## src/sv/mrf_pkg.sv

```systemverilog
// Package: constants, types and the CRC-16/MODBUS byte update for the RTU request framer.
package mrf_pkg;

  typedef enum logic [0:0] {
    ReqReadHolding = 1'b0,
    ReqWriteSingle = 1'b1
  } req_type_e;

  localparam logic [7:0]  FcReadHolding = 8'd3;
  localparam logic [7:0]  FcWriteSingle = 8'd6;
  localparam logic [15:0] CrcInit       = 16'hFFFF;
  localparam logic [15:0] CrcPoly       = 16'hA001;
  localparam logic [15:0] HoldingTop    = 16'd40000;
  localparam logic [15:0] HoldingBase   = 16'd40001;
  localparam logic [15:0] InputBase     = 16'd30001;
  localparam int unsigned FrameLen      = 8;
  localparam int unsigned CntW          = $clog2(FrameLen);

  typedef logic [7:0] frame_t [FrameLen];

  // One byte through the reflected CRC, LSB first.
  function automatic logic [15:0] crc16_byte(input logic [15:0] crc, input logic [7:0] data);
    logic [15:0] acc;
    acc = crc ^ {8'h00, data};
    for (int b = 0; b < 8; b++) begin
      if (acc[0]) begin
        acc = (acc >> 1) ^ CrcPoly;
      end else begin
        acc = acc >> 1;
      end
    end
    return acc;
  endfunction

endpackage

```

## src/sv/mrf_if.sv

```systemverilog
// Interfaces: request channel and frame byte channel, valid/ready handshake.
interface mrf_req_if;
  logic        valid;
  logic        ready;
  logic [0:0]  req_type;
  logic [7:0]  slave_address;
  logic [15:0] register_number;
  logic [15:0] count_or_value;

  modport source (output valid, output req_type, output slave_address,
                  output register_number, output count_or_value, input ready);
  modport sink   (input valid, input req_type, input slave_address,
                  input register_number, input count_or_value, output ready);
endinterface

interface mrf_frame_if;
  logic       valid;
  logic       ready;
  logic [7:0] frame_byte;
  logic [0:0] last_byte;

  modport source (output valid, output frame_byte, output last_byte, input ready);
  modport sink   (input valid, input frame_byte, input last_byte, output ready);
endinterface

```

## src/sv/modbus_rtu_request_framer.sv

```systemverilog
// Top level: Modbus RTU request framer, three pipeline stages and a byte serializer.
//
//  channel  | dir | payload                                          | per transfer
//  req_i    | in  | req_type, slave_address, register_number, count  | one request
//  frame_o  | out | frame_byte, last_byte                            | one frame byte
//
//  A request enters in any cycle the first stage can move; its first byte appears
//  once it has passed stages 1 to 3 into the serializer, then one byte per cycle
//  while frame_o.ready is high.
//  Sustained throughput is set by the single-byte output port; frame bytes leave one at a time.
//  Up to four requests are in flight (three stages plus the serializer).
//  Reset clears the stage valid bits and the byte counter; payload is not reset.
//  A frame_o stall holds each loaded stage with no bubble ahead; nothing is dropped or repeated.
module modbus_rtu_request_framer (
  input  logic        clk_i,
  input  logic        rst_ni,
  mrf_req_if.sink     req_i,
  mrf_frame_if.source frame_o
);

  // stage 1: offset mapping, CRC over address and function code
  logic        s1_v_q;
  logic [7:0]  s1_addr_q, s1_fc_q;
  logic [15:0] s1_off_q, s1_opnd_q, s1_crc_q;
  // stage 2: CRC over offset bytes
  logic        s2_v_q;
  logic [7:0]  s2_addr_q, s2_fc_q;
  logic [15:0] s2_off_q, s2_opnd_q, s2_crc_q;
  // stage 3: CRC over operand bytes
  logic        s3_v_q;
  logic [7:0]  s3_addr_q, s3_fc_q;
  logic [15:0] s3_off_q, s3_opnd_q, s3_crc_q;
  // serializer
  logic                     ser_v_q;
  logic [mrf_pkg::CntW-1:0] cnt_q, cnt_d;
  mrf_pkg::frame_t          ser_byte_q;

  logic ser_last, ser_rdy, s3_rdy, s2_rdy, s1_rdy;
  logic [7:0]  fc_d;
  logic [15:0] off_d;

  assign ser_last = (cnt_q == mrf_pkg::CntW'(mrf_pkg::FrameLen - 1));
  assign ser_rdy  = !ser_v_q || (frame_o.ready && ser_last);
  assign s3_rdy   = !s3_v_q || ser_rdy;
  assign s2_rdy   = !s2_v_q || s3_rdy;
  assign s1_rdy   = !s1_v_q || s2_rdy;
  assign req_i.ready = s1_rdy;

  assign fc_d  = (req_i.req_type == 1'(mrf_pkg::ReqWriteSingle)) ?
                 mrf_pkg::FcWriteSingle : mrf_pkg::FcReadHolding;
  assign off_d = (req_i.register_number > mrf_pkg::HoldingTop) ?
                 req_i.register_number - mrf_pkg::HoldingBase :
                 req_i.register_number - mrf_pkg::InputBase;

  always_ff @(posedge clk_i or negedge rst_ni) begin
    if (!rst_ni) begin
      s1_v_q  <= 1'b0;
      s2_v_q  <= 1'b0;
      s3_v_q  <= 1'b0;
      ser_v_q <= 1'b0;
      cnt_q   <= '0;
    end else begin
      if (s1_rdy) s1_v_q <= req_i.valid;
      if (s2_rdy) s2_v_q <= s1_v_q;
      if (s3_rdy) s3_v_q <= s2_v_q;
      if (ser_rdy) ser_v_q <= s3_v_q;
      cnt_q <= cnt_d;
    end
  end

  always_comb begin
    cnt_d = cnt_q;
    if (ser_v_q && frame_o.ready) begin
      cnt_d = ser_last ? '0 : cnt_q + 1'b1;
    end
  end

  always_ff @(posedge clk_i) begin
    if (s1_rdy && req_i.valid) begin
      s1_addr_q <= req_i.slave_address;
      s1_fc_q   <= fc_d;
      s1_off_q  <= off_d;
      s1_opnd_q <= req_i.count_or_value;
      s1_crc_q  <= mrf_pkg::crc16_byte(mrf_pkg::crc16_byte(mrf_pkg::CrcInit,
                                                           req_i.slave_address), fc_d);
    end
    if (s2_rdy && s1_v_q) begin
      s2_addr_q <= s1_addr_q;
      s2_fc_q   <= s1_fc_q;
      s2_off_q  <= s1_off_q;
      s2_opnd_q <= s1_opnd_q;
      s2_crc_q  <= mrf_pkg::crc16_byte(mrf_pkg::crc16_byte(s1_crc_q, s1_off_q[15:8]),
                                       s1_off_q[7:0]);
    end
    if (s3_rdy && s2_v_q) begin
      s3_addr_q <= s2_addr_q;
      s3_fc_q   <= s2_fc_q;
      s3_off_q  <= s2_off_q;
      s3_opnd_q <= s2_opnd_q;
      s3_crc_q  <= mrf_pkg::crc16_byte(mrf_pkg::crc16_byte(s2_crc_q, s2_opnd_q[15:8]),
                                       s2_opnd_q[7:0]);
    end
    if (ser_rdy && s3_v_q) begin
      ser_byte_q[0] <= s3_addr_q;
      ser_byte_q[1] <= s3_fc_q;
      ser_byte_q[2] <= s3_off_q[15:8];
      ser_byte_q[3] <= s3_off_q[7:0];
      ser_byte_q[4] <= s3_opnd_q[15:8];
      ser_byte_q[5] <= s3_opnd_q[7:0];
      ser_byte_q[6] <= s3_crc_q[7:0];
      ser_byte_q[7] <= s3_crc_q[15:8];
    end
  end

  assign frame_o.valid      = ser_v_q;
  assign frame_o.frame_byte = ser_byte_q[cnt_q];
  assign frame_o.last_byte  = ser_last;

endmodule

```

## src/flat_wrapper.sv

```systemverilog
// flat-port wrapper written by rule: the top's interface ports become plain ports
module modbus_rtu_request_framer_flat 
  (clk_i, rst_ni, req_i_valid, req_i_req_type, req_i_slave_address, req_i_register_number, req_i_count_or_value, req_i_ready, frame_o_valid, frame_o_frame_byte, frame_o_last_byte, frame_o_ready);
  mrf_req_if req_i_i ();
  mrf_frame_if frame_o_i ();
  input  logic clk_i;
  input  logic rst_ni;
  input wire logic [$bits(req_i_i.valid)-1:0] req_i_valid;
  input wire logic [$bits(req_i_i.req_type)-1:0] req_i_req_type;
  input wire logic [$bits(req_i_i.slave_address)-1:0] req_i_slave_address;
  input wire logic [$bits(req_i_i.register_number)-1:0] req_i_register_number;
  input wire logic [$bits(req_i_i.count_or_value)-1:0] req_i_count_or_value;
  output wire logic [$bits(req_i_i.ready)-1:0] req_i_ready;
  output wire logic [$bits(frame_o_i.valid)-1:0] frame_o_valid;
  output wire logic [$bits(frame_o_i.frame_byte)-1:0] frame_o_frame_byte;
  output wire logic [$bits(frame_o_i.last_byte)-1:0] frame_o_last_byte;
  input wire logic [$bits(frame_o_i.ready)-1:0] frame_o_ready;
  assign req_i_i.valid = req_i_valid;
  assign req_i_i.req_type = req_i_req_type;
  assign req_i_i.slave_address = req_i_slave_address;
  assign req_i_i.register_number = req_i_register_number;
  assign req_i_i.count_or_value = req_i_count_or_value;
  assign req_i_ready = req_i_i.ready;
  assign frame_o_valid = frame_o_i.valid;
  assign frame_o_frame_byte = frame_o_i.frame_byte;
  assign frame_o_last_byte = frame_o_i.last_byte;
  assign frame_o_i.ready = frame_o_ready;
  modbus_rtu_request_framer u_core (.clk_i(clk_i), .rst_ni(rst_ni), .req_i(req_i_i), .frame_o(frame_o_i));
endmodule
```

## config.mk

```make
export PLATFORM = sky130hd
export DESIGN_NAME = modbus_rtu_request_framer_flat
export DESIGN_NICKNAME = d
export VERILOG_FILES = /design/src/sv/mrf_pkg.sv /design/src/sv/mrf_if.sv /design/src/sv/modbus_rtu_request_framer.sv /design/src/flat_wrapper.sv
export SDC_FILE = /design/constraint.sdc
export NUM_CORES = 1
export LEC_CHECK = 0
export BUFFER_PORTS_ARGS = -buffer_cell sky130_fd_sc_hd__buf_2
export CAP_MARGIN = 20
export CORE_MARGIN = 3
export CORE_UTILIZATION = 60
export CTS_CLUSTER_SIZE = 16
export DETAILED_ROUTE_END_ITERATION = 10
export PLACE_DENSITY = 0.79
export SETUP_SLACK_MARGIN = 0.5
export SLEW_MARGIN = 5
export SYNTH_ARGS = -nofsm -noshare
export SYNTH_HDL_FRONTEND = slang
export SYNTH_SLANG_ARGS = --single-unit
```

## constraint.sdc

```tcl
create_clock -name clk_i -period 5.1 [get_ports clk_i]
set_input_delay 0.255 -clock clk_i [delete_from_list [all_inputs] [get_ports clk_i]]
set_output_delay 0.255 -clock clk_i [all_outputs]
set_load 0.02 [all_outputs]
```

* Yosys cells after proc, flatten, opt, wreduce, memory -nomap -nowiden *
Memories as Yosys holds them, arrays and structs flattened.
Cells that the tools add are included.

cells by class
  muxes and demuxes = 98
  reductions and logical operators = 14
  equality and inequality tests = 1
  $add $sub $neg = 3
  order comparisons = 1
  bitwise gates (word level) = 54

operator list
  operator                number
  $mux 16                 91
  $not 2->3               48
  $xor 16x8->16           5
  $mux 14                 3
  $gt 16x16->1 const B    1
  $not 8->16              1
  $sub 16x15->16 const B  1
  $sub 16x16->16 const B  1
  $logic_and 1x1->1       6
  $mux 3                  2
  $logic_not 1->1         4
  $logic_or 1x1->1        4
  $add 3x1->3 const B     1
  $eq 3x3->1 const B      1
  $mux 1                  2

word-level totals
  memories = 1
  input port bits = 45
  bits in registers = 199
  word-level logic and storage cells = 195
  bits in writable memories = 64

memory list
  name               words  bits a word  read ports  clocked after Yosys merged registers in  wr ports  RTL line                         text
  u_core.ser_byte_q  8      8            1           0                                        8         modbus_rtu_request_framer.sv:36  mrf_pkg::frame_t ser_byte_q;

* Depth between registers and ports, before layout *
  depth in word-level cells = 53
  mapped depth = 14
  mapped depth without buffers = 14

* Least setup slack after synthesis *
Ideal clock, no wire load.

  path type = register -> register
  start point = register u_core.cnt_q[1] in the netlist's numbering
  end point = memory u_core.ser_byte_q[0][0] in the netlist's numbering (enable)
  slack = 1.010 ns
  data required time = 4.620 ns
  clock period less this slack = 4.090 ns
  cell stages (with the launch flop) = 5
  arrival = 3.609 ns
  setup time = 0.480 ns
  cells stage by stage = dfrtp_1 ha_1 ha_1 a21boi_1 nor2b_1

RTL lines
  element                 RTL line                         text
  start, declared         modbus_rtu_request_framer.sv:35  logic [mrf_pkg::CntW-1:0] cnt_q, cnt_d;
  start signal, assigned  modbus_rtu_request_framer.sv:67  cnt_q <= cnt_d;
  end, declared           modbus_rtu_request_framer.sv:36

* Worst setup path after layout *
  start point = register u_core.cnt_q[1] in the netlist's numbering
  end point = register u_core.s1_opnd_q[13] (enable)

on the way
  cells in the longest elaborated chain, start to end = 7

RTL lines
  element               RTL line                         text
  $eq 3x3->1            modbus_rtu_request_framer.sv:42  assign ser_last = (cnt_q == mrf_pkg::CntW'(mrf_pkg::FrameLen - 1));
  $logic_and 1x1->1     modbus_rtu_request_framer.sv:43  assign ser_rdy = !ser_v_q || (frame_o.ready && ser_last);
  $logic_or 1x1->1      modbus_rtu_request_framer.sv:43
  $logic_or 1x1->1      modbus_rtu_request_framer.sv:44  assign s3_rdy = !s3_v_q || ser_rdy;
  $logic_or 1x1->1      modbus_rtu_request_framer.sv:45  assign s2_rdy = !s2_v_q || s3_rdy;
  $logic_or 1x1->1      modbus_rtu_request_framer.sv:46  assign s1_rdy = !s1_v_q || s2_rdy;
  $logic_and 1x1->1     modbus_rtu_request_framer.sv:79  if (s1_rdy && req_i.valid) begin
  end signal, assigned  modbus_rtu_request_framer.sv:83  s1_opnd_q <= req_i.count_or_value;
  end, declared         modbus_rtu_request_framer.sv:24  logic [15:0] s1_off_q, s1_opnd_q, s1_crc_q;

No other way between the ends.
A chain may end at the register's enable or synchronous reset.

==> results by group <==
Run status
  – Status: completed

Clock network
  – Max clock buf depth: 3
  – Hold_buf cts: 23
  – Clk_lat worst skew: 0.49 ns
  – CTS Sinks: 237
  – Num CTS Buffers: 22
  – CTS tree: built
  – Root buffer cell: clkbuf_16
  – Reg clk slew, reported paths: 0.06 ns
  – Post-CTS Setup Inserts: 0
  – Htree depth: 1
  – Post-CTS sizing: 0

Worst setup path
  – R2R Setup Slk: 1.84 ns
  – Crit path max-delay cell type: dfrtp_1
  – Worst path max stage delay: 0.92 ns
  – Req. time, crit path: 5.29 ns
  – Most used cell, CP: ha_1
  – CP endpoint kind: flip-flop
  – Critical Path AT: 3.44 ns
  – Critical Path Source Type: flip-flop
  – Cells along the critical path: ha_1, ha_1, a21boi_1, nand4_1, and2_2, buf_4
  – Worst-path fanout max: 45
  – Setup CP Type: reg -> reg

Synthesis
  – Mapped Avg Cell Area: 19.34 sq um
  – Top FF cell, synth: edfxtp_1
  – Synth async-reset ratio: 2.954%
  – Post-synth EDFFs: 230
  – Net Count, Synth: 530
  – Synth warn: 0
  – Synthesized flop and latch total: 237
  – Syn Std Cell Area: 9169 sq um
  – Cells after Synth: 474
  – Synth unique cells: 44
  – Seq/Total Area, Yosys: 77.24%

Min path
  – Worst Hold Class: in -> reg

STA
  – Max Fclk: 306.9 MHz
  – Setup TNS: 0 ns
  – Final slew viol count: 0
  – Final min period: 3.259 ns
  – Final hold violation count: 0
  – Tightest Pin Transition: 1.038 ns
  – Fin crit share: 63.89%
  – Rel. slew slack: 30.83%
  – Final Skew: 0.007468 ns
  – # setup viols final: 0
  – Worst hold slack: 0.02272 ns
  – RSZ-0062 raised after global routing: no

Route
  – Vias per inst: 5.465
  – Vias: 4219
  – Routed length per placed instance: 19.92 um
  – Pre-Repair DR Iteration Count: 5
  – Antenna Nets Post-Route: 0
  – Post-Route WL: 15380 um
  – DRT iter0 DRCs: 321
  – # DRC: 0

Floorplan
  – Row cnt: 44
  – Die X: 129.6 um
  – Die area: 16800 sq um
  – CORE AREA: 14750 sq um
  – Die Y: 129.6 um
  – Io pins: 56
  – Starting Density: 62.14%

Global route
  – Gr ovfl total: 0
  – Vias in the first global route: 4285
  – Maximum number of pins on one net before global-route repair: 48
  – Initial antenna violation count: 0
  – Tot GR Track Use: 18.49%
  – First-pass GRT wire length: 23140 um

Placed design
  – Routability cong.: 0.9076
  – # port buffers: 55
  – DPL Wire Length: 10330 um

Layout
  – Layout cells sized above 1: 21.43%
  – Synth-to-layout area growth: 16.12%
  – Nets: 630
  – # diodes: 0

Power and ir drop
  – Leakage: 3.684 nW
  – Pwr per Cell Area: 501.7 nW/um^2
  – Worst VDD drop: 0.3128 mV
  – Tot Pwr: 5.342 mW

Flow run
  – Total of max-cap violations: 0
## Yosys cell counts (all sizes together), types with 4 or more instances
master | n | area, sq um
a21oi | 4 | 20.02
clkbuf | 6 | 22.52
dfrtp | 7 | 175.2
edfxtp | 230 | 6907
ha | 11 | 137.6
inv | 10 | 37.54
mux2 | 11 | 123.9
mux2i | 6 | 60.06
mux4 | 10 | 225.2
nand2 | 8 | 30.03
nand2b | 5 | 31.28
nand3 | 8 | 40.04
nor2 | 4 | 15.01
o21ai | 12 | 60.06
xnor2 | 69 | 638.1
xnor3 | 4 | 92.59
xor2 | 32 | 299.0
## metal layers
metal / share of wire, % / GRT usage (%) / vias to the layer above
met2: 50 / 30.63 / 129
li1: - / - / 1997
met1: 42 / 25.26 / 2063
met4: 2.9 / 6.479 / 0
met5: 0 / 0 / -
met3: 5.0 / 3.133 / 30
## final cells by class
| type | count | area (sq um) |
|---|---|---|
| clock buffers | 26 | 586.8 |
| clock inverters | 12 | 117.6 |
| flip-flops and latches | 237 | 7082 |
| multi-input cells | 219 | 2029 |
| repair buffers | 84 | 563.0 |
| well taps | 184 | 230.2 |
| inverters | 10 | 37.54 |
| fillers | 878 | 4108 |
## per-stage QoR
| step | instance area [sq um] | instances | setup slack (ns) | util [%] |
|---|---|---|---|---|
| 2_1_floorplan | 9169 | 474 | 1.010 | - |
| 3_3_place_gp | 9692 | 710 | 1.913 | 65.69 |
| 3_5_place_dp | 9692 | 710 | 1.770 | 65.69 |
| 4_1_cts | 10630 | 771 | 1.736 | 72.02 |
| 5_1_grt | 10650 | 772 | 1.520 | 72.16 |
| 6_report | 10650 | 772 | 1.841 | 72.16 |
## critical path: cells and delay by family (launching register included)
family,cells,cell delay [ns]
AND/OR/NAND/NOR,2,0.99
flip-flops,1,0.92
buffers and inverters,1,0.35
adder cells (fa/ha/maj),2,0.48
AO/OA/AOI/OAI,1,0.16
## state kept, by name, summed over array words and instances (netlist names), 2 cells and up
register and cells:
u_core.s3_off_q 16, u_core.s3_addr_q 8, u_core.s3_crc_q 16, u_core.s2_opnd_q 16, u_core.s2_fc_q 2, u_core.s2_off_q 16
u_core.s1_fc_q 2, u_core.ser_byte_q 58, u_core.cnt_q 3, u_core.s3_opnd_q 16, u_core.s1_off_q 16, u_core.s1_addr_q 8
u_core.s2_addr_q 8, u_core.s1_crc_q 14, u_core.s2_crc_q 16, u_core.s1_opnd_q 16, u_core.s3_fc_q 2
## final timing paths
kind,startpoint,endpoint,depth (start not counted)
max in group asynchronous,rst_ni,u_core.s1_v_q$_DFFE_PN0N_,2
max reg2reg,u_core.cnt_q[1]$_DFFE_PN0P_,u_core.s1_opnd_q[13]$_DFFE_PP_,6
min reg2reg,u_core.s2_off_q[9]$_DFFE_PP_,u_core.s3_off_q[9]$_DFFE_PP_,0
min in group asynchronous,rst_ni,u_core.cnt_q[2]$_DFFE_PN0P_,2
max,u_core.cnt_q[1]$_DFFE_PN0P_,u_core.s1_opnd_q[13]$_DFFE_PP_,6
min,req_i_slave_address[3],u_core.s1_addr_q[3]$_DFFE_PP_,1
## logic make-up (layout without fill, tap and decap cells)
logic type	count (synthesis)	in the layout	synth area share [%]
compound gates	32	32	2.265
xor+xnor	105	105	11.23
fa+ha+maj	11	11	1.501
buf+inv	18	132	0.7505
flops	237	237	77.24
mux	27	27	4.462
simple gates	44	44	2.552
## report_power, final
| part | total (mW) | switching (mW) | leakage [nW] | internal [mW] |
|---|---|---|---|---|
| sequential | 2.61 | 0.132 | 2.15 | 2.48 |
| combinational | 1.15 | 0.590 | 1.19 | 0.561 |
| clock | 1.58 | 0.656 | 0.339 | 0.926 |
| total | 5.34 | 1.38 | 3.68 | 3.96 |
## placed cells by master, fill, tap and decap left out, drive strengths merged, types with 7 or more instances in the layout
master / instances
inv: 12
dfrtp: 7
clkbuf: 26
xor2: 32
xnor2: 69
ha: 11
dlygate4sd3: 23
buf: 61
nand3: 8
mux2: 11
mux4: 10
o21ai: 12
edfxtp: 230
nand2: 8
(Power assumes the default switching activity.)
